--- src/cfq_pkg.sv ---
// ----------------------------------------------------------------------------
// cfq_pkg
// Shared types and codes for the circular FIFO queue core.
// ----------------------------------------------------------------------------
package cfq_pkg;

  localparam int unsigned IdW = 32;

  // request codes as they arrive on req_type; the fourth code is unused
  typedef enum logic [1:0] {
    OP_ENQ  = 2'd0,
    OP_DEQ  = 2'd1,
    OP_SHOW = 2'd2
  } op_e;

  typedef enum logic [2:0] {
    ST_ADDED      = 3'd0,
    ST_FULL       = 3'd1,
    ST_DEQUEUED   = 3'd2,
    ST_EMPTY      = 3'd3,
    ST_SHOW       = 3'd4,
    ST_SHOW_EMPTY = 3'd5
  } status_e;

  typedef enum logic {
    BK_IDLE = 1'b0,
    BK_READ = 1'b1
  } back_state_e;

  // classified request handed from front to back
  typedef struct packed {
    op_e              kind;
    logic [IdW-1:0]   id;
  } op_t;

  typedef struct packed {
    status_e          status;
    logic [IdW-1:0]   id;
    logic             last;
  } res_t;

endpackage

--- src/cfq_front.sv ---
// ----------------------------------------------------------------------------
// cfq_front
// Takes requests, drops the unused code and buffers the rest in a
// two-entry queue for the back end.
// ----------------------------------------------------------------------------
module cfq_front
  import cfq_pkg::*;
(
  input  logic            clk_i,
  input  logic            rst_ni,
  input  logic            in_valid_i,
  output logic            in_stall_o,
  input  logic [1:0]      req_type_i,
  input  logic [IdW-1:0]  customer_id_i,
  output logic            op_valid_o,
  output op_t             op_o,
  input  logic            op_pop_i
);

  logic [1:0] cnt_q, cnt_d;
  logic       wr_ptr_q, wr_ptr_d;
  logic       rd_ptr_q, rd_ptr_d;
  op_t        slot_q [2];
  logic       known;
  logic       push;
  logic       pop;

  always_comb begin
    unique case (req_type_i)
      OP_ENQ, OP_DEQ, OP_SHOW: known = 1'b1;
      default:                 known = 1'b0;
    endcase
  end

  assign in_stall_o = (cnt_q == 2'd2);
  // unused request code is accepted and dropped here
  assign push       = in_valid_i && !in_stall_o && known;
  assign pop        = op_pop_i && (cnt_q != 2'd0);

  always_comb begin
    cnt_d    = cnt_q;
    wr_ptr_d = wr_ptr_q;
    rd_ptr_d = rd_ptr_q;
    if (push) begin
      wr_ptr_d = ~wr_ptr_q;
    end
    if (pop) begin
      rd_ptr_d = ~rd_ptr_q;
    end
    if (push && !pop) begin
      cnt_d = cnt_q + 2'd1;
    end else if (pop && !push) begin
      cnt_d = cnt_q - 2'd1;
    end
  end

  always_ff @(posedge clk_i or negedge rst_ni) begin
    if (!rst_ni) begin
      cnt_q    <= 2'd0;
      wr_ptr_q <= 1'b0;
      rd_ptr_q <= 1'b0;
    end else begin
      cnt_q    <= cnt_d;
      wr_ptr_q <= wr_ptr_d;
      rd_ptr_q <= rd_ptr_d;
    end
  end

  always_ff @(posedge clk_i) begin
    if (push) begin
      slot_q[wr_ptr_q] <= '{kind: op_e'(req_type_i), id: customer_id_i};
    end
  end

  assign op_valid_o = (cnt_q != 2'd0);
  assign op_o       = slot_q[rd_ptr_q];

endmodule

--- src/cfq_back.sv ---
// ----------------------------------------------------------------------------
// cfq_back
// Executes requests against the slot memory and drives the result register.
// ----------------------------------------------------------------------------
module cfq_back
  import cfq_pkg::*;
#(
  parameter int unsigned DEPTH = 8
) (
  input  logic  clk_i,
  input  logic  rst_ni,
  input  logic  op_valid_i,
  input  op_t   op_i,
  output logic  op_pop_o,
  output logic  out_valid_o,
  input  logic  out_stall_i,
  output res_t  res_o
);

  localparam int unsigned IdxW = (DEPTH > 1) ? $clog2(DEPTH) : 1;
  localparam int unsigned CntW = $clog2(DEPTH + 1);
  localparam logic [IdxW-1:0] LastIdx = IdxW'(DEPTH - 1);
  localparam logic [CntW-1:0] Full    = CntW'(DEPTH);

  back_state_e     state_q, state_d;
  logic [IdxW-1:0] head_q, head_d;
  logic [IdxW-1:0] tail_q, tail_d;
  logic [IdxW-1:0] walk_q, walk_d;
  logic [CntW-1:0] cnt_q, cnt_d;
  logic [CntW-1:0] left_q, left_d;
  op_e             kind_q, kind_d;
  res_t            res_q, res_d;
  logic            out_vld_q, out_vld_d;

  logic [IdW-1:0]  mem_q [DEPTH];
  logic [IdW-1:0]  rd_q;
  logic            mem_we;
  logic            rd_en;
  logic [IdxW-1:0] rd_addr;

  logic            out_free;
  logic            empty;
  logic            full;
  logic            load;

  function automatic logic [IdxW-1:0] adv(input logic [IdxW-1:0] idx);
    adv = (idx == LastIdx) ? '0 : idx + IdxW'(1);
  endfunction

  assign out_free = !out_vld_q || !out_stall_i;
  assign empty    = (cnt_q == '0);
  assign full     = (cnt_q == Full);

  // next state
  always_comb begin
    state_d = state_q;
    unique case (state_q)
      BK_IDLE: begin
        if (op_valid_i && out_free && !empty &&
            (op_i.kind == OP_DEQ || op_i.kind == OP_SHOW)) begin
          state_d = BK_READ;
        end
      end
      BK_READ: begin
        if (out_free && (kind_q == OP_DEQ || left_q == CntW'(1))) begin
          state_d = BK_IDLE;
        end
      end
      default: state_d = BK_IDLE;
    endcase
  end

  // datapath and handshake outputs
  always_comb begin
    head_d   = head_q;
    tail_d   = tail_q;
    walk_d   = walk_q;
    cnt_d    = cnt_q;
    left_d   = left_q;
    kind_d   = kind_q;
    res_d    = res_q;
    load     = 1'b0;
    op_pop_o = 1'b0;
    mem_we   = 1'b0;
    rd_en    = 1'b0;
    rd_addr  = head_q;
    unique case (state_q)
      BK_IDLE: begin
        if (op_valid_i && out_free) begin
          op_pop_o = 1'b1;
          unique case (op_i.kind)
            OP_ENQ: begin
              load = 1'b1;
              if (full) begin
                res_d = '{status: ST_FULL, id: '0, last: 1'b1};
              end else begin
                mem_we = 1'b1;
                tail_d = adv(tail_q);
                cnt_d  = cnt_q + CntW'(1);
                res_d  = '{status: ST_ADDED, id: op_i.id, last: 1'b1};
              end
            end
            OP_DEQ: begin
              if (empty) begin
                load  = 1'b1;
                res_d = '{status: ST_EMPTY, id: '0, last: 1'b1};
              end else begin
                rd_en  = 1'b1;
                kind_d = OP_DEQ;
              end
            end
            OP_SHOW: begin
              if (empty) begin
                load  = 1'b1;
                res_d = '{status: ST_SHOW_EMPTY, id: '0, last: 1'b1};
              end else begin
                rd_en  = 1'b1;
                kind_d = OP_SHOW;
                walk_d = head_q;
                left_d = cnt_q;
              end
            end
            default: begin
              load = 1'b0;
            end
          endcase
        end
      end
      BK_READ: begin
        if (out_free) begin
          load = 1'b1;
          if (kind_q == OP_DEQ) begin
            res_d  = '{status: ST_DEQUEUED, id: rd_q, last: 1'b1};
            head_d = adv(head_q);
            cnt_d  = cnt_q - CntW'(1);
          end else begin
            res_d = '{status: ST_SHOW, id: rd_q, last: (left_q == CntW'(1))};
            if (left_q != CntW'(1)) begin
              // fetch the next entry of the walk while this one goes out
              rd_en   = 1'b1;
              rd_addr = adv(walk_q);
              walk_d  = adv(walk_q);
              left_d  = left_q - CntW'(1);
            end
          end
        end
      end
      default: begin
        load = 1'b0;
      end
    endcase
    out_vld_d = load ? 1'b1 : (out_free ? 1'b0 : out_vld_q);
  end

  always_ff @(posedge clk_i or negedge rst_ni) begin
    if (!rst_ni) begin
      state_q   <= BK_IDLE;
      head_q    <= '0;
      tail_q    <= '0;
      walk_q    <= '0;
      cnt_q     <= '0;
      left_q    <= '0;
      kind_q    <= OP_DEQ;
      out_vld_q <= 1'b0;
    end else begin
      state_q   <= state_d;
      head_q    <= head_d;
      tail_q    <= tail_d;
      walk_q    <= walk_d;
      cnt_q     <= cnt_d;
      left_q    <= left_d;
      kind_q    <= kind_d;
      out_vld_q <= out_vld_d;
    end
  end

  always_ff @(posedge clk_i) begin
    res_q <= res_d;
  end

  always_ff @(posedge clk_i) begin
    if (mem_we) begin
      mem_q[tail_q] <= op_i.id;
    end
    if (rd_en) begin
      rd_q <= mem_q[rd_addr];
    end
  end

  assign out_valid_o = out_vld_q;
  assign res_o       = res_q;

`ifndef SYNTHESIS
  a_cnt_bound: assert property (@(posedge clk_i) disable iff (!rst_ni)
    cnt_q <= Full)
    else $error("entry count above depth");

  a_no_write_in_read: assert property (@(posedge clk_i) disable iff (!rst_ni)
    (state_q == BK_READ) |-> !mem_we)
    else $error("store written during a read sequence");

  a_walk_bound: assert property (@(posedge clk_i) disable iff (!rst_ni)
    (state_q == BK_READ && kind_q == OP_SHOW) |-> (left_q != '0 && left_q <= cnt_q))
    else $error("display walk out of range");

  a_ptr_match: assert property (@(posedge clk_i) disable iff (!rst_ni)
    (cnt_q == '0 || cnt_q == Full) |-> (head_q == tail_q))
    else $error("head and tail disagree with count");
`endif

endmodule

--- src/circular_fifo_queue_core.sv ---
// ----------------------------------------------------------------------------
// circular_fifo_queue_core
// Bounded circular FIFO of 32-bit identifiers with enqueue, dequeue and
// display requests.
//
//   channel | direction | handshake              | payload
//   --------+-----------+------------------------+----------------------------
//   in      | input     | in_valid_i / in_stall_o  | req_type_i, customer_id_i
//   out     | output    | out_valid_o / out_stall_i| status_o, item_id_o, last_o
//
// enqueue and every refusal load the result register directly; dequeue first
// reads the slot memory, which has a registered read port; display of n entries
// gives n words, one word per cycle through that same read port while out is not stalled.
// reset clears head, tail, count and all valid flags; slot contents are kept.
// a two-entry request queue keeps taking requests while the result register
// is stalled, until both entries fill; the result register holds its word until taken.
// ----------------------------------------------------------------------------
module circular_fifo_queue_core
  import cfq_pkg::*;
#(
  parameter int unsigned DEPTH = 8
) (
  input  logic               clk_i,
  input  logic               rst_ni,
  input  logic               in_valid_i,
  output logic               in_stall_o,
  input  logic [1:0]         req_type_i,
  input  logic signed [31:0] customer_id_i,
  output logic               out_valid_o,
  input  logic               out_stall_i,
  output logic [2:0]         status_o,
  output logic signed [31:0] item_id_o,
  output logic               last_o
);

  logic op_valid;
  op_t  op;
  logic op_pop;
  res_t res;

  cfq_front u_front (
    .clk_i         (clk_i),
    .rst_ni        (rst_ni),
    .in_valid_i    (in_valid_i),
    .in_stall_o    (in_stall_o),
    .req_type_i    (req_type_i),
    .customer_id_i ($unsigned(customer_id_i)),
    .op_valid_o    (op_valid),
    .op_o          (op),
    .op_pop_i      (op_pop)
  );

  cfq_back #(
    .DEPTH (DEPTH)
  ) u_back (
    .clk_i       (clk_i),
    .rst_ni      (rst_ni),
    .op_valid_i  (op_valid),
    .op_i        (op),
    .op_pop_o    (op_pop),
    .out_valid_o (out_valid_o),
    .out_stall_i (out_stall_i),
    .res_o       (res)
  );

  assign status_o  = res.status;
  assign item_id_o = $signed(res.id);
  assign last_o    = res.last;

endmodule

--- config.mk ---
export PLATFORM = sky130hd
export DESIGN_NAME = circular_fifo_queue_core
export DESIGN_NICKNAME = d
export VERILOG_FILES = /design/src/cfq_pkg.sv /design/src/cfq_front.sv /design/src/cfq_back.sv /design/src/circular_fifo_queue_core.sv
export SDC_FILE = /design/constraint.sdc
export NUM_CORES = 1
export LEC_CHECK = 0
export ABC_AREA = 1
export BUFFER_PORTS_ARGS = -buffer_cell sky130_fd_sc_hd__buf_2
export CELL_PAD_IN_SITES_DETAIL_PLACEMENT = 0
export CELL_PAD_IN_SITES_GLOBAL_PLACEMENT = 1
export CORE_MARGIN = 2
export CORE_UTILIZATION = 45
export CTS_CLUSTER_DIAMETER = 60
export DETAILED_ROUTE_END_ITERATION = 12
export PLACE_DENSITY = 0.73
export SYNTH_ARGS = -nofsm -noshare
export SYNTH_HDL_FRONTEND = slang
export SYNTH_SLANG_ARGS = --single-unit
--- constraint.sdc ---
create_clock -name clk_i -period 5.05 [get_ports clk_i]
set_input_delay 1.01 -clock clk_i [delete_from_list [all_inputs] [get_ports clk_i]]
set_output_delay 1.01 -clock clk_i [all_outputs]
set_load 0.02 [all_outputs]
; ---- After elaboration in Yosys (flattened, before gate mapping)
; Memory sizes are Yosys's and may differ from the RTL's. A register that Yosys moved wholly into a read port is not among the register bits.
; Cells that the tools add are included.
; W data, S select, Z words.
[classes]
n_addsub = 8
n_eq_ne = 26
muxes = 68
n_bitwise = 4
n_reduce_logical = 33
[ops]
columns = cell, count
row1 = $mux W36, 5
row2 = $pmux W36 S3, 1
row3 = $pmux W36 S2, 1
row4 = $mux W4, 11
row5 = $mux W3, 13
row6 = $mux W34, 1
row7 = $mux W1, 24
row8 = $ne A2 B2 Y1 const B, 9
row9 = $pmux W4 S2, 2
row10 = $reduce_and A5 Y1, 3
row11 = $add A3 B1 Y3 const B, 3
row12 = $eq A3 B3 Y1 const B, 3
row13 = $logic_and A1 B1 Y1, 9
row14 = $mux W2, 4
row15 = $pmux W1 S2, 4
row16 = $reduce_bool A2 Y1, 4
row17 = $sub A4 B1 Y4 const B, 2
row18 = $eq A2 B1 Y1 const B, 3
row19 = $eq A2 B2 Y1 const B, 3
row20 = $logic_not A1 Y1, 6
row21 = $ne A3 B2 Y1 const B, 2
row22 = $pmux W3 S2, 1
row23 = $reduce_and A6 Y1, 1
row24 = $add A4 B1 Y4 const B, 1
row25 = other kinds (16), 23
[word_totals]
ff_bits = 61
ram_bits = 324
in_bits = 38
word_cells = 155
n_memories = 2
[mem_list]
columns = name, words, word_bits, read_ports, rd_ports_with_merged_regs, write_ports, line_no
row1 = u_back.mem_q, 8, 32, 1, 1, 1, cfq_back.sv:35  ; logic [IdW-1:0] mem_q [DEPTH];
row2 = u_front.slot_q, 2, 34, 1, 0, 1, cfq_front.sv:23  ; op_t slot_q [2];

; ---- Longest topological paths before layout
; Gate-level depths: netlist of run 1.
[depth]
ltp_word = 9
mapped_depth = 13

; ---- Cells and area by module
; From an unflattened synthesis of run 1, not the netlist that was laid out.
[hier_totals]
cells_unflattened = 1676
area_unflattened_um2 = 18127.4
[by_module_without_submodules]
columns = module, instances, cells_per_inst, area_per_inst_um2, seq_area_each_um2
row1 = cfq_back, 1, 1465, 15344.7, 10256.1
row2 = cfq_front, 1, 211, 2782.7, 2142.1

; ---- Worst setup path after synthesis of run 1
; Ideal clock, no wire load.
[synth_path]
path_kind = reg-to-reg
from = register u_front.rd_ptr_q
to = register u_back.res_q, in the netlist u_back.res_o[0], enable pin
setup_ps = 484
arrival_time_ps = 4465
required_ps = 4566
path_slack_ps = 101
stages_incl_launch_ff = 10
path_buffers = 2
synth_period_minus_slack_ps = 4949
cell_sequence = dfrtp_1 -> clkbuf_1 -> clkbuf_1 -> nand2_1 -> o21ai_0 -> inv_1 -> ha_1 -> nor2_1 -> nor2_1 -> a211oi_1
[synth_via]
elab_chain_len = 4
[synth_rtl]
columns = item, line_no
row1 = "start, declared", cfq_front.sv:22  ; logic rd_ptr_q, rd_ptr_d;
row2 = "start signal, assigned", cfq_front.sv:65  ; rd_ptr_q <= rd_ptr_d;
row3 = $mem_v2 Z2 W34 (*), -
row4 = "$eq A2 B2 Y1, or another cell as far along", cfq_back.sv:91  ; unique case (op_i.kind)
row5 = $ne A4 B2 Y1 (no line) or $ne A3 B2 Y1 (tied branches), -
row6 = $reduce_and A5 Y1 (no line) (*), -
row7 = "end signal, assigned", cfq_back.sv:178  ; res_q <= res_d;
row8 = "end, declared", cfq_back.sv:32  ; res_t res_q, res_d;
; Mark *: on every way between the ends. The rest lies on a longest branch, timed or not.
; A chain may end at the register's enable or synchronous reset.

; ---- Worst setup path in the final report of run 1
[layout_path]
from = register u_front.rd_ptr_q
to = memory u_back.mem_q[6][13], enable pin
[layout_via]
elab_chain_len = 7
[layout_rtl]
columns = item, line_no
row1 = $mem_v2 Z2 W34, -
row2 = $logic_not A2 Y1, cfq_back.sv:91
row3 = $mux W1, cfq_back.sv:91
row4 = $mux W1, cfq_back.sv:89  ; if (op_valid_i && out_free) begin
row5 = $mux W1, cfq_back.sv:87  ; unique case (state_q)
row6 = $mux W1, cfq_back.sv:182  ; if (mem_we) begin
row7 = $mux W1 (implied by the code), cfq_back.sv:183  ; mem_q[tail_q] <= op_i.id;
row8 = "end, declared", cfq_back.sv:35
; No other way between the ends.

==> results of run 1 <==
## critical path, delay by kind of cell, from the launching register on
kind / cells / cell delay [ns]
flops: 1 / 0.60
fa+ha+maj: 1 / 0.28
compound gates: 1 / 0.50
simple gates: 4 / 1.67
## synthesized netlist by cell type
cell type | instances | area, sq um
inv_1 | 226 | 848
nand3b_1 | 64 | 480
clkbuf_1 | 35 | 131
o21ai_1 | 1 | 5.00
buf_2 | 31 | 155
fa_1 | 1 | 20.0
a211oi_1 | 1 | 7.51
o21ai_0 | 20 | 100
nand3_1 | 198 | 991
o22ai_1 | 1 | 6.26
inv_2 | 2 | 7.51
o21bai_1 | 1 | 7.51
ha_1 | 16 | 200
dfrtp_1 | 24 | 601
nand4_1 | 2 | 12.5
xnor2_1 | 2 | 17.5
a21oi_4 | 1 | 16.3
nor2_4 | 1 | 11.3
nor3_1 | 1 | 5.00
or2_2 | 1 | 6.26
buf_1 | 4 | 15.0
a31oi_1 | 2 | 12.5
nand2_1 | 430 | 1610
a21oi_1 | 4 | 20.0
dfstp_2 | 1 | 26.3
xor2_1 | 6 | 52.6
nand3_2 | 1 | 10.0
mux2_2 | 34 | 383
edfxtp_1 | 392 | 11800
nor2_1 | 38 | 143
a21oi_2 | 1 | 8.76
o211ai_1 | 3 | 22.5
o21ai_2 | 1 | 8.76
## cell usage in the layout, fill, tap and decap left out, types with 6 or more instances in the layout
master	count
nor2_1	28
mux2_2	34
clkbuf_16	45
ha_1	16
buf_2	75
nor2_4	11
edfxtp_1	392
nand2_1	427
nand3b_1	64
clkbuf_1	9
bufinv_16	6
o21ai_0	20
buf_4	25
inv_1	226
dfrtp_1	22
xor2_1	6
nand3_1	198
clkinv_1	8
## power breakdown
group | switching (W) | internal, W | total, W
Sequential | 0.000222 | 0.00491 | 0.00513
Clock | 0.00133 | 0.00195 | 0.00328
Combinational | 0.00347 | 0.00133 | 0.00480
## metal layers
metal,vias up,GRT usage
met5,-,0
li1,5302,-
met4,0,0.0759
met3,64,0.0322
met1,5297,0.269
met2,310,0.339
## sequential cells by signal, summed over array words and instances (netlist names)
name and cells:
u_back.cnt_q 4, u_back.head_q 3, u_back.kind_q 2, u_back.left_q 4
u_back.mem_q 256, u_back.out_valid_o 1, u_back.rd_q 32, u_back.res_o 36
u_back.state_q 1, u_back.tail_q 3, u_back.walk_q 3, u_front.cnt_q 2
u_front.rd_ptr_q 1, u_front.slot_q 68, u_front.wr_ptr_q 1
## logic make-up (layout without fill, tap and decap cells)
family | count (synthesis) | after routing
AND/OR/NAND/NOR | 736 | 736
multiplexers | 34 | 34
flip-flops | 417 | 417
XOR/XNOR | 8 | 8
adder cells (fa/ha/maj) | 17 | 17
AO/OA/AOI/OAI | 36 | 36
buffers and inverters | 298 | 409
## worst paths after layout
path	from	end	slack (ns)	depth (start not counted)
setup / recovery	u_front.rd_ptr_q	u_back.mem_q[6][13]	1.59	6
hold / removal	rst_ni	u_back.out_valid_o	0.45	1
setup reg to reg	u_front.rd_ptr_q	u_back.mem_q[6][13]	1.59	6
hold reg to reg	u_back.walk_q[1]	u_back.walk_q[1]	0.50	2
max in group asynchronous	rst_ni	u_front.rd_ptr_q	4.17	1
min in group clk_i	u_back.walk_q[1]	u_back.walk_q[1]	0.50	2
## per-stage QoR
stage / std cells / worst slack, ns / util / hold WS (ns) / power, W
floorplan: 1546 / 0.101 / - / 0.457 / 0.00836
global placement: 2095 / 1.49 / 0.485 / 0.474 / 0.00995
detailed placement: 2095 / 1.39 / 0.485 / 0.484 / 0.0100
CTS: 2175 / 1.50 / 0.522 / 0.456 / 0.0133
global route: 2175 / 1.26 / 0.522 / 0.481 / 0.0140
finish: 2175 / 1.59 / 0.522 / 0.453 / 0.0132
## layout make-up
type	count	area, sq um
clock buffer	54	1160
clock inverter	26	298
fill	3437	18500
inverter	228	856
multi-input combinational	831	4280
sequential	417	12400
tap	518	648
timing repair buffer	101	583
==> results.toml, run 1 <==
[detailed_routing]
drt_iter0_drc = 792
wl_per_cell_microns = 18.6
firstDrtPassIters = 5
viasPerCell = 5.05
drc = 0
vias = 11000
wl_met1_microns = 17700
drt-total-wl_microns = 40400
met2RoutedLength_microns = 19300
wl_met3_microns = 2270
top_layer = "met4"
antenna_left = 0

[timing]
skew_ns = 0.0142
layout_min_cycle_time_ns = 3.46
rsz0062_at_grt = "false"
hold_viol = 0
setup_tns_ns = 0
fin_crit_sh = 0.685
report.final.slew_viol_count = 0
slew_headroom = 0.233
setup-violations-final = 0
tightest_slew_ns = 1.15
max_freq_ghz = 0.289

[global_route]
grt_pass1_vias = 11200
grt_usage = 0.203
grt_overflow = 0
antenna_found_initial = 0
grt_max_degree = 72
grt_pass1_wl_microns = 63300

[clock_network]
htree_num_levels = 2
cts.reportedPaths.clkPinSlew_ns = 0.06
cts_hold_buf = 0
cts-resized-gates = 0
cts_tree = "built"
numCtsBuffers = 45
clock_latency_ns = 0.57
clock_path_buffers = 3
clk_root_buffer_cell = "clkbuf_16"
cts_num_sinks = 417
postCtsSetupRepairBufs = 0

[worst_setup_path]
cp_max_fo = 32
cp_data_required_time_ns = 5.22
worstSetupPathType = "reg -> reg"
cpPeakStageDelay_ns = 0.94
crit_top_cell = "nand2_1"
worst_path_max_delay_cell = "nor2_4"
worstSetupStartpointType = "flip-flop"
arrival_ns = 3.63
crit_chain = "o21ai_0, ha_1, nand2_1, nor2_1, nand2_1, nor2_4"
cp-end-kind = "flip-flop"

[yosys]
synth_seq_cells = 417
yosys.area_share.simple = 0.185
synth_xor_area_frac = 0.00395
yosys_warnings = 0
yosys.cell_types.count = 33
syn_inst = 1546
synth_area_sq_um = 17700
synth-compound-area-share = 0.0121
synth_top_family_by_area = "simple AND/OR/NAND/NOR gates"
synth.area.mux_share = 0.0216
synth_fa_ha_area_frac = 0.0124
avgSynthCellArea_sq_um = 11.5
ys_seq_area_frac = 0.700
synthesis.nets = 1601

[hold_path]
hp-class = "in -> async"

[job]
drv_cap = 0

[final_layout]
syn_to_final_growth_pct = 14.2
nets = 1679
drive_above_1_share = 0.136
fin_area_sq_um = 20200
num_antenna_cells = 0

[placed_design]
finalWeightedCongestion = 0.742
portBuffers = 75
place_area_sq_um = 18800
place_hpwl_microns = 22700

[floorplanning]
io_pins = 76
core_area_sq_um = 38700
initial_utilization = 0.457
die_y_microns = 202
num_rows = 72
die_w_microns = 202
die_area_sq_um = 41000

[power]
power_density_nw_per_um2 = 653
power_leakage_nw = 8.35
vdd_drop_max_mv = 0.515

[outcome]
outcome = "complete, no violations"
(Power assumes the default switching activity.)
==> run 2, diff against run 1 <==
==> constraint.sdc (replaced) <==
create_clock -name clk_i -period 2.9 [get_ports clk_i]
set_input_delay 0.58 -clock clk_i [delete_from_list [all_inputs] [get_ports clk_i]]
set_output_delay 0.58 -clock clk_i [all_outputs]
set_load 0.02 [all_outputs]
==> run 2 against run 1 <==
Clock-buffer cell count grew 3. Non-clock buffer count grew 14. Flip-flop and latch count unchanged. Cell area up 1.8%. Sequential power is 73% higher. Clock skew up 0.010 ns. Sequential share of layout area decreased by 1.1 points. First-iteration DRC count decreased by 28%. Register-to-register slack worse by 1.3 ns. Via count hardly changed.
==> results.toml, run 2 (synthesis gave the netlist of run 1 again) <==
[final_layout]
drive_above_1_share = 0.145
finalNonFillerCells = 2188
largest_register_ffs = 256
layout.cells.most_common = "nand2_1"
fin_util = 0.532
mostFrequentLayoutCells = "nand2_1, edfxtp_1, inv_1"
syn_to_final_growth_pct = 16.3
num_antenna_cells = 0
nets = 1693
fillCellCount = 3357
largest-register = "u_back.mem_q"

[worst_setup_path]
rrSetupSlack_ns = 0.30
crit_chain = "o21ai_1, ha_1, nand2_1, nor2_1, inv_1, nor2_1, inv_1, nor2_4, buf_4"
arrival_ns = 2.84
worstSetupStartpointType = "flip-flop"
cp_max_fo = 17
critPathBufInv = 3
r2r_end = "u_back.mem_q[7][17]"
worstSetupPathType = "reg -> reg"
crit_family = "simple AND/OR/NAND/NOR gates"
startpoint = "u_front.rd_ptr_q"
cp_data_required_time_ns = 3.13
cpPeakStageDelay_ns = 0.45
cp-end-kind = "flip-flop"
ff2ff_path_depth = 9
rr_startpoint = "u_front.rd_ptr_q"
worst_path_max_delay_cell = "dfrtp_2"

[hold_path]
hp-class = "in -> async"

[global_route]
grt_usage = 0.201
grt_max_degree = 76
grt_pass1_wl_microns = 62600
antenna_found_initial = 0
grt_pass1_vias = 11000
grt_overflow = 0

[clock_network]
clk_root_buffer_cell = "clkbuf_16"
cts_num_sinks = 417
cts_hold_buf = 0
cts_tree = "built"
numCtsBuffers = 45
postCtsSetupRepairBufs = 0
cts-resized-gates = 0
htree_num_levels = 2
clock_path_buffers = 3
cts.reportedPaths.clkPinSlew_ns = 0.06
clock_latency_ns = 0.58

[job]
drv_cap = 0

[placed_design]
finalWeightedCongestion = 0.738
portBuffers = 75
place_hpwl_microns = 22200
place_inst = 2109
post-place-ws_ns = 0.160

[timing]
setup_tns_ns = 0
setup-violations-final = 0
skew_ns = 0.0242
hold_viol = 0
max_freq_ghz = 0.384
report.final.slew_viol_count = 0
fin_crit_sh = 0.898
tightest_slew_ns = 0.659
layout_min_cycle_time_ns = 2.60
slew_headroom = 0.561
layout_setup_ws_ns = 0.296
rsz0062_at_grt = "false"

[outcome]
outcome = "complete, no violations"

[floorplanning]
io_pins = 76
initial_utilization = 0.457
die_w_microns = 202
die_y_microns = 202
num_rows = 72
core_area_sq_um = 38700
die_area_sq_um = 41000

[detailed_routing]
antenna_left = 0
vias = 11000
drt_iter0_drc = 569
viasPerCell = 5.01
firstDrtPassIters = 5
wl_per_cell_microns = 18.4
drc = 0
drt-total-wl_microns = 40300

[power]
power_density_nw_per_um2 = 1140
power_leakage_nw = 8.54
p_total_w = 0.0234
vdd_drop_max_mv = 0.713
run 2: changes by cell type in the layout (fill, tap and decap cells not counted), sizes merged:
cell      previous run  this run
buf                101       115
clkbuf              54        57
clkinv              12        13
clkinvlp             5         1
inv                231       230
run 2: worst max path at each step:
stage                     endpoint  slack [ns]  cells past startpoint
6_report       u_back.mem_q[7][17]        0.30                      9
5_1_grt        u_back.mem_q[7][10]        0.09                      9
4_1_cts        u_back.mem_q[4][16]        0.29                      7
3_5_place_dp    u_back.mem_q[4][5]        0.16                      9
3_3_place_gp    u_back.mem_q[4][5]        0.18                      9
2_1_floorplan      u_back.res_o[0]       0.002                      8
run 2: metal layers:
metal  global-route usage  vias up  wire, microns
li1                     -     5339              -
met1                0.256     5302          17300
met2                0.349      255          19900
met3               0.0355       76           1990
met4               0.0657        0           1040
met5                    0        -              0
run 2: worst reg2reg max path: stages, from the launching register on:
cell and delay [ns]:
dfrtp_2 0.45, o21ai_1 0.24, ha_1 0.24, nand2_1 0.08, nor2_1 0.36, inv_1 0.11, nor2_1 0.16, inv_1 0.19
nor2_4 0.13, buf_4 0.29
run 2: through the flow:
stage	hold slack, ns	instance area [sq um]
after floorplan	0.284	17800
after global placement	0.475	19100
after detailed placement	0.492	19100
after CTS	0.0129	20600
after global routing	0.0540	20600
final	0.0180	20600
run 2: layout make-up:
class	count	area, sq um	share of cell area
Tap cell	518	648	0.0315
Timing Repair Buffer	115	901	0.0437
Inverter	228	856	0.0415
Clock buffer	57	1240	0.0604
Clock inverter	22	265	0.0129
Sequential cell	417	12400	0.602
Multi-Input combinational cell	831	4290	0.208
run 2: where the power goes:
group          switching (W)  internal, W  total (W)
sequential          0.000335      0.00854    0.00888
clock                0.00228      0.00355    0.00584
combinational        0.00613      0.00261    0.00874
total                0.00874       0.0147     0.0234
